`src/rtl/tgp_pkg.sv`:
```
// ----------------------------------------------------------------------------
// tgp_pkg
// Shared types, codes and the control store of the turtle grid plotter.
// ----------------------------------------------------------------------------
package tgp_pkg;

  localparam int GRID_DEF  = 32;
  localparam int PRINT_MAX = 32;
  localparam int CNT_W     = 8;
  localparam int POS_EXT_W = 10;

  // command codes
  localparam logic [2:0] FN_MOVE     = 3'd0;
  localparam logic [2:0] FN_PEN_UP   = 3'd1;
  localparam logic [2:0] FN_PEN_DOWN = 3'd2;
  localparam logic [2:0] FN_TURN_R   = 3'd3;
  localparam logic [2:0] FN_TURN_L   = 3'd4;
  localparam logic [2:0] FN_PRINT    = 3'd5;

  // status codes
  localparam logic [1:0] ST_OK     = 2'd0;
  localparam logic [1:0] ST_OOR    = 2'd1;
  localparam logic [1:0] ST_HALTED = 2'd2;

  // heading codes
  localparam logic [1:0] HD_RIGHT = 2'd0;
  localparam logic [1:0] HD_DOWN  = 2'd1;
  localparam logic [1:0] HD_LEFT  = 2'd2;
  localparam logic [1:0] HD_UP    = 2'd3;

  typedef struct packed {
    logic [2:0] func;
    logic [7:0] distance;
  } cmd_t;

  typedef struct packed {
    logic [1:0]  status;
    logic [4:0]  row_index;
    logic [31:0] row_bits;
    logic [4:0]  pos_row;
    logic [4:0]  pos_col;
    logic [1:0]  heading;
    logic        pen_down;
    logic        last;
  } result_t;

  typedef enum logic [3:0] {
    U_IDLE     = 4'd0,
    U_HALTED   = 4'd1,
    U_PEN_UP   = 4'd2,
    U_PEN_DOWN = 4'd3,
    U_TURN_R   = 4'd4,
    U_TURN_L   = 4'd5,
    U_NOP      = 4'd6,
    U_MV_CHK   = 4'd7,
    U_MV_INIT  = 4'd8,
    U_MV_RD    = 4'd9,
    U_MV_WB    = 4'd10,
    U_MV_FIN   = 4'd11,
    U_MV_OOR   = 4'd12,
    U_PR_INIT  = 4'd13,
    U_PR_RD    = 4'd14,
    U_PR_END   = 4'd15
  } ustep_t;

  typedef enum logic [3:0] {
    A_NONE,
    A_EMIT_HALT,
    A_PEN_UP,
    A_PEN_DOWN,
    A_TURN_R,
    A_TURN_L,
    A_EMIT_OK,
    A_WALK_INIT,
    A_READ,
    A_MOVE_COMMIT,
    A_HALT,
    A_PRINT_INIT,
    A_PRINT_READ
  } uaction_t;

  typedef enum logic [2:0] {
    C_NEXT,
    C_ALWAYS,
    C_DISPATCH,
    C_OOR,
    C_PENUP,
    C_MORE
  } ucond_t;

  typedef struct packed {
    uaction_t action;
    ucond_t   cond;
    ustep_t   target;
  } uword_t;

  typedef struct packed {
    logic oor;
    logic pen_up;
    logic more;
  } uflags_t;

  function automatic uword_t ucode_rom(input ustep_t addr);
    uword_t w;
    unique case (addr)
      U_IDLE:     w = '{A_NONE,        C_DISPATCH, U_IDLE};
      U_HALTED:   w = '{A_EMIT_HALT,   C_ALWAYS,   U_IDLE};
      U_PEN_UP:   w = '{A_PEN_UP,      C_ALWAYS,   U_IDLE};
      U_PEN_DOWN: w = '{A_PEN_DOWN,    C_ALWAYS,   U_IDLE};
      U_TURN_R:   w = '{A_TURN_R,      C_ALWAYS,   U_IDLE};
      U_TURN_L:   w = '{A_TURN_L,      C_ALWAYS,   U_IDLE};
      U_NOP:      w = '{A_EMIT_OK,     C_ALWAYS,   U_IDLE};
      U_MV_CHK:   w = '{A_NONE,        C_OOR,      U_MV_OOR};
      U_MV_INIT:  w = '{A_WALK_INIT,   C_PENUP,    U_MV_FIN};
      U_MV_RD:    w = '{A_READ,        C_MORE,     U_MV_RD};
      U_MV_WB:    w = '{A_NONE,        C_NEXT,     U_IDLE};
      U_MV_FIN:   w = '{A_MOVE_COMMIT, C_ALWAYS,   U_IDLE};
      U_MV_OOR:   w = '{A_HALT,        C_ALWAYS,   U_IDLE};
      U_PR_INIT:  w = '{A_PRINT_INIT,  C_NEXT,     U_IDLE};
      U_PR_RD:    w = '{A_PRINT_READ,  C_MORE,     U_PR_RD};
      U_PR_END:   w = '{A_NONE,        C_ALWAYS,   U_IDLE};
    endcase
    return w;
  endfunction

  function automatic ustep_t ucode_dispatch(input logic [2:0] func, input logic halted);
    ustep_t s;
    if (halted) begin
      s = U_HALTED;
    end else begin
      unique case (func)
        FN_MOVE:     s = U_MV_CHK;
        FN_PEN_UP:   s = U_PEN_UP;
        FN_PEN_DOWN: s = U_PEN_DOWN;
        FN_TURN_R:   s = U_TURN_R;
        FN_TURN_L:   s = U_TURN_L;
        FN_PRINT:    s = U_PR_INIT;
        default:     s = U_NOP;
      endcase
    end
    return s;
  endfunction

endpackage

```
`src/rtl/tgp_grid.sv`:
```
// ----------------------------------------------------------------------------
// tgp_grid
// Grid store: one row per word, registered read, per-row valid bits so that
// rows never written read as clear after reset.
// ----------------------------------------------------------------------------
module tgp_grid #(
  parameter int  GRID = tgp_pkg::GRID_DEF,
  localparam int AW   = $clog2(GRID)
) (
  input  logic            clk,
  input  logic            rst,
  input  logic            rd_en,
  input  logic [AW-1:0]   rd_addr,
  output logic [GRID-1:0] rd_data,
  input  logic            wr_en,
  input  logic [AW-1:0]   wr_addr,
  input  logic [GRID-1:0] wr_data
);
  import tgp_pkg::*;

  logic [GRID-1:0] mem [GRID];
  logic [GRID-1:0] row_valid;
  logic [GRID-1:0] mem_q;
  logic            vld_q;

  always_ff @(posedge clk) begin
    if (wr_en) begin
      mem[wr_addr] <= wr_data;
    end
  end

  always_ff @(posedge clk) begin
    if (rd_en) begin
      mem_q <= mem[rd_addr];
    end
  end

  always_ff @(posedge clk) begin
    if (rst) begin
      row_valid <= '0;
      vld_q     <= 1'b0;
    end else begin
      if (wr_en) begin
        row_valid[wr_addr] <= 1'b1;
      end
      if (rd_en) begin
        vld_q <= row_valid[rd_addr];
      end
    end
  end

  // a row never written reads as clear
  assign rd_data = vld_q ? mem_q : '0;

endmodule

```
`src/rtl/tgp_useq.sv`:
```
// ----------------------------------------------------------------------------
// tgp_useq
// Microsequencer: step counter, control store lookup and jump logic.
// ----------------------------------------------------------------------------
module tgp_useq (
  input  logic               clk,
  input  logic               rst,
  input  logic               start,
  input  logic [2:0]         func,
  input  logic               halted,
  input  tgp_pkg::uflags_t   flags,
  output tgp_pkg::uword_t    uw,
  output logic               busy
);
  import tgp_pkg::*;

  ustep_t upc;
  ustep_t upc_next;
  ustep_t upc_inc;

  always_ff @(posedge clk) begin
    if (rst) begin
      upc <= U_IDLE;
    end else begin
      upc <= upc_next;
    end
  end

  // next step
  always_comb begin
    upc_inc = ustep_t'(upc + 4'd1);
    unique case (uw.cond)
      C_NEXT:     upc_next = upc_inc;
      C_ALWAYS:   upc_next = uw.target;
      C_DISPATCH: upc_next = start ? ucode_dispatch(func, halted) : U_IDLE;
      C_OOR:      upc_next = flags.oor ? uw.target : upc_inc;
      C_PENUP:    upc_next = flags.pen_up ? uw.target : upc_inc;
      C_MORE:     upc_next = flags.more ? uw.target : upc_inc;
      default:    upc_next = U_IDLE;
    endcase
  end

  // control word out
  always_comb begin
    uw   = ucode_rom(upc);
    busy = (upc != U_IDLE);
  end

endmodule

```
`src/rtl/turtle_grid_plotter_top.sv`:
```
// ----------------------------------------------------------------------------
// turtle_grid_plotter_top
// Turtle plotter on a GRID x GRID bit grid, run by a microcoded sequencer.
// ----------------------------------------------------------------------------
// A command is taken when start is high and busy is low; its results appear
// on res with res_valid high for one cycle each and must be captured then.
// Pen, turn and unused commands, and any command once halted, give a single
// result. A move with the pen down runs four steps plus one per covered row
// (one row for horizontal moves, up to GRID rows for vertical ones), since the
// grid store has one read and one write port and a vertical line touches one
// row per cycle; with the pen up a move runs three steps, and one that would
// leave the grid runs two. A print streams the first min(GRID,32) rows on
// consecutive cycles and holds busy through its init, read and end steps. The
// grid reads as clear after reset with no clearing pass.
// ----------------------------------------------------------------------------
module turtle_grid_plotter_top #(
  parameter int GRID = tgp_pkg::GRID_DEF
) (
  input  logic             clk,
  input  logic             rst,
  input  logic             start,
  output logic             busy,
  input  tgp_pkg::cmd_t    cmd,
  output tgp_pkg::result_t res,
  output logic             res_valid
);
  import tgp_pkg::*;

  localparam int AW         = $clog2(GRID);
  localparam int PRINT_ROWS = (GRID > PRINT_MAX) ? PRINT_MAX : GRID;
  localparam int EW         = POS_EXT_W;

  uword_t  uw;
  uflags_t flags;

  cmd_t             cmd_q;
  logic [AW-1:0]    row, row_next;
  logic [AW-1:0]    col, col_next;
  logic [1:0]       heading, heading_next;
  logic             pen, pen_next;
  logic             halted, halted_next;
  logic [AW-1:0]    walk_row, walk_row_next;
  logic [CNT_W-1:0] cnt, cnt_next;
  logic [GRID-1:0]  mask, mask_next;
  logic             wr_pend;
  logic [AW-1:0]    wr_row;
  logic             prd_pend;
  logic [AW-1:0]    prd_row;
  logic             prd_last;
  result_t          res_next;
  logic             emit;
  logic [1:0]       emit_status;

  logic [CNT_W-1:0] steps;
  logic signed [EW-1:0] er_s, ec_s, rs, cs, st;
  logic             oor;
  logic             vertical;
  logic [AW-1:0]    er_u, ec_u, lo, hi;
  logic [GRID-1:0]  span_mask, dot_mask;

  logic             rd_en;
  logic [GRID-1:0]  rd_data;
  logic [63:0]      rd_wide;

  localparam logic [AW-1:0] COL_MAX = AW'(GRID - 1);

  tgp_useq u_useq (
    .clk    (clk),
    .rst    (rst),
    .start  (start),
    .func   (cmd.func),
    .halted (halted),
    .flags  (flags),
    .uw     (uw),
    .busy   (busy)
  );

  tgp_grid #(.GRID(GRID)) u_grid (
    .clk     (clk),
    .rst     (rst),
    .rd_en   (rd_en),
    .rd_addr (walk_row),
    .rd_data (rd_data),
    .wr_en   (wr_pend),
    .wr_addr (wr_row),
    .wr_data (rd_data | mask)
  );

  // end point of the move and range check
  always_comb begin
    steps = (cmd_q.distance == 8'd0) ? '0 : cmd_q.distance - 8'd1;
    rs    = signed'(EW'(row));
    cs    = signed'(EW'(col));
    st    = signed'(EW'(steps));
    er_s  = rs;
    ec_s  = cs;
    unique case (heading)
      HD_RIGHT: ec_s = cs + st;
      HD_DOWN:  er_s = rs + st;
      HD_LEFT:  ec_s = cs - st;
      HD_UP:    er_s = rs - st;
      default:  ;
    endcase
    oor = (er_s < 0) || (er_s > signed'(EW'(GRID - 1)))
       || (ec_s < 0) || (ec_s > signed'(EW'(GRID - 1)));
    er_u     = AW'(er_s);
    ec_u     = AW'(ec_s);
    vertical = (heading == HD_DOWN) || (heading == HD_UP);
    lo       = (ec_u < col) ? ec_u : col;
    hi       = (ec_u < col) ? col : ec_u;
    span_mask = ({GRID{1'b1}} << lo) & ({GRID{1'b1}} >> (COL_MAX - hi));
    dot_mask  = {{(GRID-1){1'b0}}, 1'b1} << col;
  end

  assign flags.oor    = oor;
  assign flags.pen_up = !pen;
  assign flags.more   = (cnt != '0);

  assign rd_en = (uw.action == A_READ) || (uw.action == A_PRINT_READ);

  // datapath actions
  always_comb begin
    row_next      = row;
    col_next      = col;
    heading_next  = heading;
    pen_next      = pen;
    halted_next   = halted;
    walk_row_next = walk_row;
    cnt_next      = cnt;
    mask_next     = mask;
    emit          = 1'b0;
    emit_status   = ST_OK;
    unique case (uw.action)
      A_NONE: ;
      A_EMIT_HALT: begin
        emit        = 1'b1;
        emit_status = ST_HALTED;
      end
      A_PEN_UP: begin
        pen_next = 1'b0;
        emit     = 1'b1;
      end
      A_PEN_DOWN: begin
        pen_next = 1'b1;
        emit     = 1'b1;
      end
      A_TURN_R: begin
        heading_next = heading + 2'd1;
        emit         = 1'b1;
      end
      A_TURN_L: begin
        heading_next = heading + 2'd3;
        emit         = 1'b1;
      end
      A_EMIT_OK: emit = 1'b1;
      A_WALK_INIT: begin
        walk_row_next = row;
        cnt_next      = vertical ? steps : '0;
        mask_next     = vertical ? dot_mask : span_mask;
      end
      A_READ: begin
        walk_row_next = (heading == HD_UP) ? walk_row - 1'b1 : walk_row + 1'b1;
        if (cnt != '0) begin
          cnt_next = cnt - 1'b1;
        end
      end
      A_MOVE_COMMIT: begin
        row_next = er_u;
        col_next = ec_u;
        emit     = 1'b1;
      end
      A_HALT: begin
        halted_next = 1'b1;
        emit        = 1'b1;
        emit_status = ST_OOR;
      end
      A_PRINT_INIT: begin
        walk_row_next = '0;
        cnt_next      = CNT_W'(PRINT_ROWS - 1);
      end
      A_PRINT_READ: begin
        walk_row_next = walk_row + 1'b1;
        if (cnt != '0) begin
          cnt_next = cnt - 1'b1;
        end
      end
      default: ;
    endcase
  end

  // result assembly
  always_comb begin
    rd_wide            = 64'(rd_data);
    res_next           = '0;
    res_next.pos_row   = 5'(row_next);
    res_next.pos_col   = 5'(col_next);
    res_next.heading   = heading_next;
    res_next.pen_down  = pen_next;
    res_next.last      = 1'b1;
    res_next.status    = emit_status;
    if (!emit && prd_pend) begin
      res_next.status    = ST_OK;
      res_next.row_index = 5'(prd_row);
      res_next.row_bits  = rd_wide[31:0];
      res_next.last      = prd_last;
    end
  end

  always_ff @(posedge clk) begin
    if (rst) begin
      row       <= '0;
      col       <= '0;
      heading   <= HD_RIGHT;
      pen       <= 1'b0;
      halted    <= 1'b0;
      wr_pend   <= 1'b0;
      prd_pend  <= 1'b0;
      res_valid <= 1'b0;
    end else begin
      row       <= row_next;
      col       <= col_next;
      heading   <= heading_next;
      pen       <= pen_next;
      halted    <= halted_next;
      wr_pend   <= (uw.action == A_READ);
      prd_pend  <= (uw.action == A_PRINT_READ);
      res_valid <= emit || prd_pend;
    end
  end

  always_ff @(posedge clk) begin
    if (start && !busy) begin
      cmd_q <= cmd;
    end
    walk_row <= walk_row_next;
    cnt      <= cnt_next;
    mask     <= mask_next;
    wr_row   <= walk_row;
    prd_row  <= walk_row;
    prd_last <= (cnt == '0);
    res      <= res_next;
  end

  // write-back and print streaming never overlap
  a_pend_excl: assert property (@(posedge clk) disable iff (rst)
    $onehot0({wr_pend, prd_pend}))
    else $error("write-back and print read pending together");

  // nothing left to write back once the sequencer is idle
  a_idle_clean: assert property (@(posedge clk) disable iff (rst)
    !busy |-> !wr_pend)
    else $error("grid write pending while idle");

  // an out-of-range result comes with the halt flag set
  a_oor_halts: assert property (@(posedge clk) disable iff (rst)
    (res_valid && res.status == ST_OOR) |-> halted)
    else $error("out-of-range status without halt");

  // print rows stream on consecutive cycles until the last one
  a_print_burst: assert property (@(posedge clk) disable iff (rst)
    (res_valid && !res.last) |=> res_valid)
    else $error("gap in print row stream");

endmodule

```
`config.mk`:
```
export PLATFORM = sky130hd
export DESIGN_NAME = turtle_grid_plotter_top
export DESIGN_NICKNAME = d
export VERILOG_FILES = /design/src/rtl/tgp_pkg.sv /design/src/rtl/tgp_grid.sv /design/src/rtl/tgp_useq.sv /design/src/rtl/turtle_grid_plotter_top.sv
export SDC_FILE = /design/constraint.sdc
export NUM_CORES = 1
export LEC_CHECK = 0
export ABC_AREA = 1
export ABC_CLOCK_PERIOD_IN_PS = 7400
export BUFFER_PORTS_ARGS = -buffer_cell sky130_fd_sc_hd__buf_2
export CAP_MARGIN = 40
export CORE_MARGIN = 2
export CORE_UTILIZATION = 40
export DETAILED_ROUTE_END_ITERATION = 7
export GPL_ROUTABILITY_DRIVEN = 0
export GPL_TIMING_DRIVEN = 0
export SYNTH_ARGS = -nofsm -noshare
export SYNTH_HDL_FRONTEND = slang
export SYNTH_HIERARCHICAL = 1
export SYNTH_SLANG_ARGS = --single-unit
```
`constraint.sdc`:
```
create_clock -name clk -period 7.4 [get_ports clk]
set_input_delay 0.74 -clock clk [delete_from_list [all_inputs] [get_ports clk]]
set_output_delay 0.74 -clock clk [all_outputs]
set_load 0.02 [all_outputs]
```
==> implementation parameters, run 1 <==
Parameter                              Value

Status
  Status ... finished clean

CTS
  Postcts setup bufs ... 0
  Root cell of the clock tree ... clkbuf_16
  Maximum clock insertion buffer count ... 3
  Quantity of gates resized following cts ... 0
  Hold buffer count at cts ... 0
  Reg clk slew, reported paths ... ~0.060 ns
  Inserted Clock Buffers ... 131
  Clock net sink count ... about 1.2k
  Insertion delay of the later-clocked pin in the worst-skew pair ... 0.76 ns
  Clock tree from TritonCTS ... built
  H-tree level count ... 4

Floorplanning
  Number of top-level pins ... between 60 and 70
  Rows ... 132
  Horizontal extent of the die ... 364 microns
  Standard cell core area ... 129000 sq um
  Initial Util ... roughly 40%
  Die ar. ... 133000 sq um
  Chip Height ... about 360 microns

Global route
  Antenna violations before repair ... 12
  Largest net degree at the start of global routing ... 33
  Leftover overflow at the end of global routing ... 0
  Overall routing resource usage ... 24.8%
  Number of global-route vias before repair ... 34.4k
  Global-route wire length before repair ... 237 mm

Placement
  Number of placed cells counting well taps ... roughly 6.5k
  Setup Slack @ Placement ... around 2.6 ns
  Post-DP HPWL ... 114 mm
  Port Buffer Count ... between 60 and 70

Timing
  Setup repair after global routing missed its margin ... no
  Maximum operating frequency ... 208 MHz
  Worst-Margin Slew ... 0.966 ns
  Total negative setup slack ... 0 ns
  # setup viols final ... 0
  Max-slew headroom at the worst pin ... 35.6%
  Slack of the critical path ... 2.60 ns
  Number of max-slew violations in the final report ... 0
  Min Clock Period, post-route ... between 4 and 5 ns
  Largest clock skew in the final design ... 0.0262 ns
  Fin. Hold Viols ... 0
  Share of the cycle needed by the critical path after routing ... 64.9%

Power
  Static leakage ... roughly 22 nW
  Power Total ... 15.7 mW
  Total power divided by cell area ... 263 nW/um^2
  Worst ir drop on vdd ... roughly 0.22 mV

Finish
  Most frequent cells in the layout ... nand2_1 (1143), edfxtp_1 (1109), nor2_1 (536), nand3_1 (325), a21oi_1 (223)
  Proportion of layout cells with a drive suffix above 1 ... 12.8%
  Post-Layout Cell Count ... 6748
  Nets ... 4954
  Relative area change from synthesis to final layout ... 15.1%
  Area taken by flip-flops and latches ... 35800 sq um
  Finished Core Util ... approximately 46%
  Fill cells ... 11.8k
  Most common cell after layout, fill and taps aside ... nand2_1
  Area of combinational cells with multiple inputs ... 14000 sq um

Flow run
  Number of max-cap violations ... 0

Detailed routing
  Average wire per cell in the routed design ... 24.6 microns
  Final wirelength ... between 150 and 200 mm
  Antenna Nets Post-Route ... 0
  Violation count after the first detailed-routing iteration ... 4635
  Drc violations ... 0
  Count of vias placed by the detailed router ... ~37k
  Number of detailed-route iterations in the first pass ... 6
  Via/cell ratio ... 5.44

Synthesis
  Synth Net Count ... roughly 4.7k
  Syn. warnings ... 6
  Proportion of netlist area held by the largest area contributor ... 64.1%
  Area of the mapped netlist ... slightly above 50000 sq um
  Number of storage elements in the synthesis netlist ... 1233
  Share of async-settable or async-resettable flops after synthesis ... 0%
  Number of instances in the synthesized netlist ... about 4.7k
  Cell type with the largest total area after synthesis ... edfxtp_1
  Sequential area share after synthesis ... between 60% and 70%
  Number of flops mapped to enable cells by yosys ... 1109
  Synth area leaders ... edfxtp_1 (64%), nand2_1 (8.3%), dfxtp_1 (4.8%)
  Syn avg cell area ... ~11 sq um
  Number of library cell types mapped by synthesis ... 52
  Primary FF master, synth ... edfxtp_1

Critical path
  Arr. time, crit path ... about 5.5 ns
  Critical path start-end classification ... reg -> reg
  Setup slack on the worst flop-to-flop path ... between 2 and 3 ns
  Critical path origin ... cmd_q[0]
  Maximum cell stage delay along the critical path ... 0.50 ns
  Required time of the critical path ... 8.06 ns
  Most common cell type on the critical path ... inv_1
  Critical Path Fanout Max ... 7
  CP Launch Type ... register
  Number of buffer and inverter instances along the worst setup path ... 7
  CP max-delay cell ... nor2_1
  Endpoint class of the critical path ... register
  Startpoint of the worst-slack reg-to-reg timing path ... cmd_q[0]
  Critical path's top delay family ... simple AND/OR/NAND/NOR gates

Min path
  Hold Path Class ... in -> reg
  Hold path startpoint ... cmd[4]
-- layer usage --
| metal | vias to the layer above | global-route usage [%] | part of all wire, % |
|---|---|---|---|
| met5 | - | 0 | 0.024 |
| met4 | 6 | 10.8 | 4.4 |
| met3 | 365 | 4.72 | 8.9 |
| met2 | 1797 | 40.5 | 47 |
| met1 | 18000 | 32.2 | 39 |
| li1 | 16500 | - | - |
-- worst register-to-register path: cells and delay by family, from the launching register on --
family | cells | cell delay (ns)
adder cells (fa/ha/maj) | 3 | 0.86
buffers and inverters | 7 | 0.93
flip-flops | 1 | 0.38
AND/OR/NAND/NOR | 19 | 2.56
-- sequential cells by signal (all words and copies together) (netlist names), 8 cells and up --
name	flops
u_grid/row_valid	32
u_grid/mem	1024
cnt	8
res	53
cmd_q	8
u_grid/mem_q	32
u_useq/uw	11
mask	32
-- synth_stat cells (20+ instances only) --
cell,instances
ha_1,37
nand2_1,1143
nor2_1,570
edfxtp_1,1109
buf_6,46
o31ai_1,96
clkbuf_1,87
nor2_2,67
nand3_1,325
a21oi_1,223
o21ai_1,93
buf_2,81
nor3_1,20
or2_2,34
o211ai_1,67
o21ai_0,150
dfxtp_1,124
inv_1,215
nand2_2,20
-- per-stage QoR --
step,hold WS (ns),area [sq um]
floorplan,0.393,52000
global placement,0.411,54500
detailed placement,0.407,55700
CTS,0.101,59800
global route,0.131,59800
finish,0.155,59800
-- cell families after synthesis --
| family | count (synthesis) | share of synthesized area, % |
|---|---|---|
| flops | 1233 | 68.9 |
| xor+xnor | 16 | 0.270 |
| simple gates | 2216 | 17.9 |
| fa+ha+maj | 41 | 1.05 |
| buf+inv | 486 | 4.59 |
| compound gates | 659 | 7.30 |
-- final timing paths --
check        depth (start not counted)      endpoint
min reg2reg                          1        res[0]
max reg2reg                         29  u_useq/uw[9]
min                                  1      cmd_q[4]
max                                 29  u_useq/uw[9]
-- power by group --
part / switching [mW] / leakage, nW / internal [mW] / total, mW
registers: 0.0363 / 10.9 / 7.62 / 7.65
clock network: 2.73 / 1.99 / 3.58 / 6.30
logic: 1.23 / 9.07 / 0.547 / 1.77
-- layout make-up --
cell class,count,share of cell area [%]
clock buffers,172,6.03
flip-flops and latches,1233,59.8
repair buffers,115,2.23
clock inverters,64,0.770
plain buffers,252,2.49
inverters,234,1.49
well taps,1742,3.64
multi-input cells,2932,23.5
diodes,4,0.0167
(Power assumes the default switching activity.)
==> run 2, diff against run 1 <==
--- a/config.mk
+++ b/config.mk
@@ -6,7 +6,7 @@
 export NUM_CORES = 1
 export LEC_CHECK = 0
 export ABC_AREA = 1
-export ABC_CLOCK_PERIOD_IN_PS = 7400
+export ABC_CLOCK_PERIOD_IN_PS = 4200
 export BUFFER_PORTS_ARGS = -buffer_cell sky130_fd_sc_hd__buf_2
 export CAP_MARGIN = 40
 export CORE_MARGIN = 2
==> constraint.sdc (replaced) <==
create_clock -name clk -period 4.2 [get_ports clk]
set_input_delay 0.42 -clock clk [delete_from_list [all_inputs] [get_ports clk]]
set_output_delay 0.42 -clock clk [all_outputs]
set_load 0.02 [all_outputs]
==> run 2 against run 1 <==
Effect of this change:
- maximum frequency is 19% higher
- clock skew down 0.0026 ns
- critical path depth shrank 1
- largest power group unchanged
- sequential share of layout area shrank 0.59 points
- setup slack got worse by 2.4 ns
- largest cell class unchanged
==> implementation parameters, run 2 (synthesized netlist as in run 1, its figures left out) <==
Parameter                              Value

CTS
  Reg clk slew, reported paths ... 0.06 ns
  Inserted Clock Buffers ... 131
  Insertion delay of the later-clocked pin in the worst-skew pair ... 0.76 ns
  Root cell of the clock tree ... clkbuf_16
  H-tree level count ... 4
  Maximum clock insertion buffer count ... 3
  Clock tree from TritonCTS ... built
  Clock net sink count ... ~1.2k

Critical path
  Required time of the critical path ... 4.79 ns
  Endpoint class of the critical path ... register
  CP Launch Type ... register
  Most common cell type on the critical path ... nand2_1
  Critical path start-end classification ... reg -> reg
  Arr. time, crit path ... 4.62 ns
  CP max-delay cell ... edfxtp_1
  Critical Path Fanout Max ... 10
  Maximum cell stage delay along the critical path ... 0.41 ns

Floorplanning
  Rows ... 132
  Horizontal extent of the die ... around 360 microns
  Chip Height ... 364 microns
  Number of top-level pins ... 69
  Die ar. ... 133000 sq um
  Initial Util ... 40.2%
  Standard cell core area ... around 130000 sq um

Timing
  Share of the cycle needed by the critical path after routing ... 95.9%
  Maximum operating frequency ... ~250 MHz
  Worst-Margin Slew ... between 0.9 and 1 ns
  Fin. Hold Viols ... 0
  Largest clock skew in the final design ... 0.0235 ns
  Min Clock Period, post-route ... 4.03 ns
  # setup viols final ... 0
  Total negative setup slack ... 0 ns
  Max-slew headroom at the worst pin ... 34.4%
  Number of max-slew violations in the final report ... 0

Detailed routing
  Violation count after the first detailed-routing iteration ... ~4.6k
  Antenna Nets Post-Route ... 0
  Final wirelength ... 167 mm
  Average wire per cell in the routed design ... 24.6 microns
  Drc violations ... 0
  Number of detailed-route iterations in the first pass ... 6
  Via/cell ratio ... 5.44
  Count of vias placed by the detailed router ... 36.9k

Power
  Internal ... about 21 mW
  Share of power burned in registers ... 48.0%
  Power Total ... 28.1 mW
  Combinational group share of total power ... 12.4%
  Switching share of power ... 25.7%
  Clk network pwr share ... 39.6%
  Total power divided by cell area ... 465 nW/um^2
  Worst ir drop on vdd ... 0.380 mV
  Static leakage ... about 22 nW
  Net switching power of the design ... 7.21 mW

Finish
  Relative area change from synthesis to final layout ... 16.2%
  Reg with most FFs ... u_grid/mem
  Summed area of non-filler cells in the final layout ... 60400 sq um
  Most common cell after layout, fill and taps aside ... nand2_1
  Finished Core Util ... a little under half
  Most frequent cells in the layout ... nand2_1 (1130), edfxtp_1 (1109), nor2_1 (532), nand3_1 (320), a21oi_1 (221)
  Post-Layout Cell Count ... 6785
  Fill cells ... 11.7k
  Largest registers in the final layout ... u_grid/mem: 1024 flops, res: 53 flops
  Proportion of layout cells with a drive suffix above 1 ... ~14%
  Area of combinational cells with multiple inputs ... 14300 sq um
  Max reg flops ... 1024
  Nets ... 4990
  Area taken by flip-flops and latches ... ~36000 sq um

Placement
  Placed Area ... 55700 sq um
  Number of placed cells counting well taps ... 6508
  Port Buffer Count ... between 60 and 70
  Post-DP HPWL ... approximately 110 mm

Global route
  Leftover overflow at the end of global routing ... 0
  Antenna violations before repair ... 12
  Number of global-route vias before repair ... 34.5k
  Overall routing resource usage ... between 20 and 25%
  Largest net degree at the start of global routing ... 33
  Global-route wire length before repair ... 238 mm

Status
  Status ... finished clean

Min path
  Hold Path Class ... in -> reg

Flow run
  Number of max-cap violations ... 0
-- run 2: what timing repair did --
action                                  CTS  global route
pin swaps                                 5            18
gates cloned                              2             1
setup buffers                             4            19
endpoints found under the setup margin   43            42
hold buffers                              9             0
resized for setup                        25            49
hold endpoints to repair                 10             0
-- run 2: final cells by class --
cell class	instances	share of cell area, %
timing repair buffer	149	2.72
clock inverter	64	0.762
tap	1742	3.61
multi-input combinational	2934	23.7
antenna	5	0.0207
sequential	1233	59.2
buffer	252	2.47
inverter	234	1.48
clock buffer	172	5.97
-- run 2: per-stage QoR --
stage	setup slack, ns	hold WS [ns]
finish	0.171	0.168
floorplan	0.360	0.393
global placement	-1.50	0.411
CTS	0.00150	0.124
global route	-0.0840	0.184
detailed placement	-0.616	0.407
-- run 2: metal layers --
layer / up-vias / wire length, microns / global-route usage, %
met3: 385 / 14100 / 4.58
li1: 16600 / - / -
met2: 1789 / 79200 / 40.6
met4: 4 / 7620 / 11.0
met5: - / 27 / 0
met1: 18100 / 66100 / 32.3
-- run 2: worst paths after layout --
check	start	end	slack [ns]	depth (start not counted)
setup / recovery	cmd_q[5]	mask[18]	0.17	28
hold / removal	start	cmd_q[4]	0.17	3
setup reg to reg	cmd_q[5]	mask[18]	0.17	28
hold reg to reg	prd_last	res[0]	0.42	1
-- run 2: power by group through the flow --
| stage | registers, mW | clock network [mW] | logic [mW] |
|---|---|---|---|
| 2_1_floorplan | 13.7 | 0 | 2.24 |
| 3_3_place_gp | 13.7 | 0 | 3.06 |
| 3_5_place_dp | 13.7 | 0 | 3.09 |
| 4_1_cts | 13.5 | 11.2 | 3.22 |
| 5_1_grt | 13.5 | 11.7 | 3.83 |
| 6_report | 13.5 | 11.1 | 3.48 |
-- run 2: worst max-delay path, delay by kind of cell (launching register included) --
| kind | cells | cell delay [ns] |
|---|---|---|
| and+or+nand+nor | 17 | 1.76 |
| AOI/OAI and AO/OA | 1 | 0.16 |
| buffers and inverters | 8 | 0.89 |
| DFF | 1 | 0.41 |
| adders and majority gates | 2 | 0.63 |
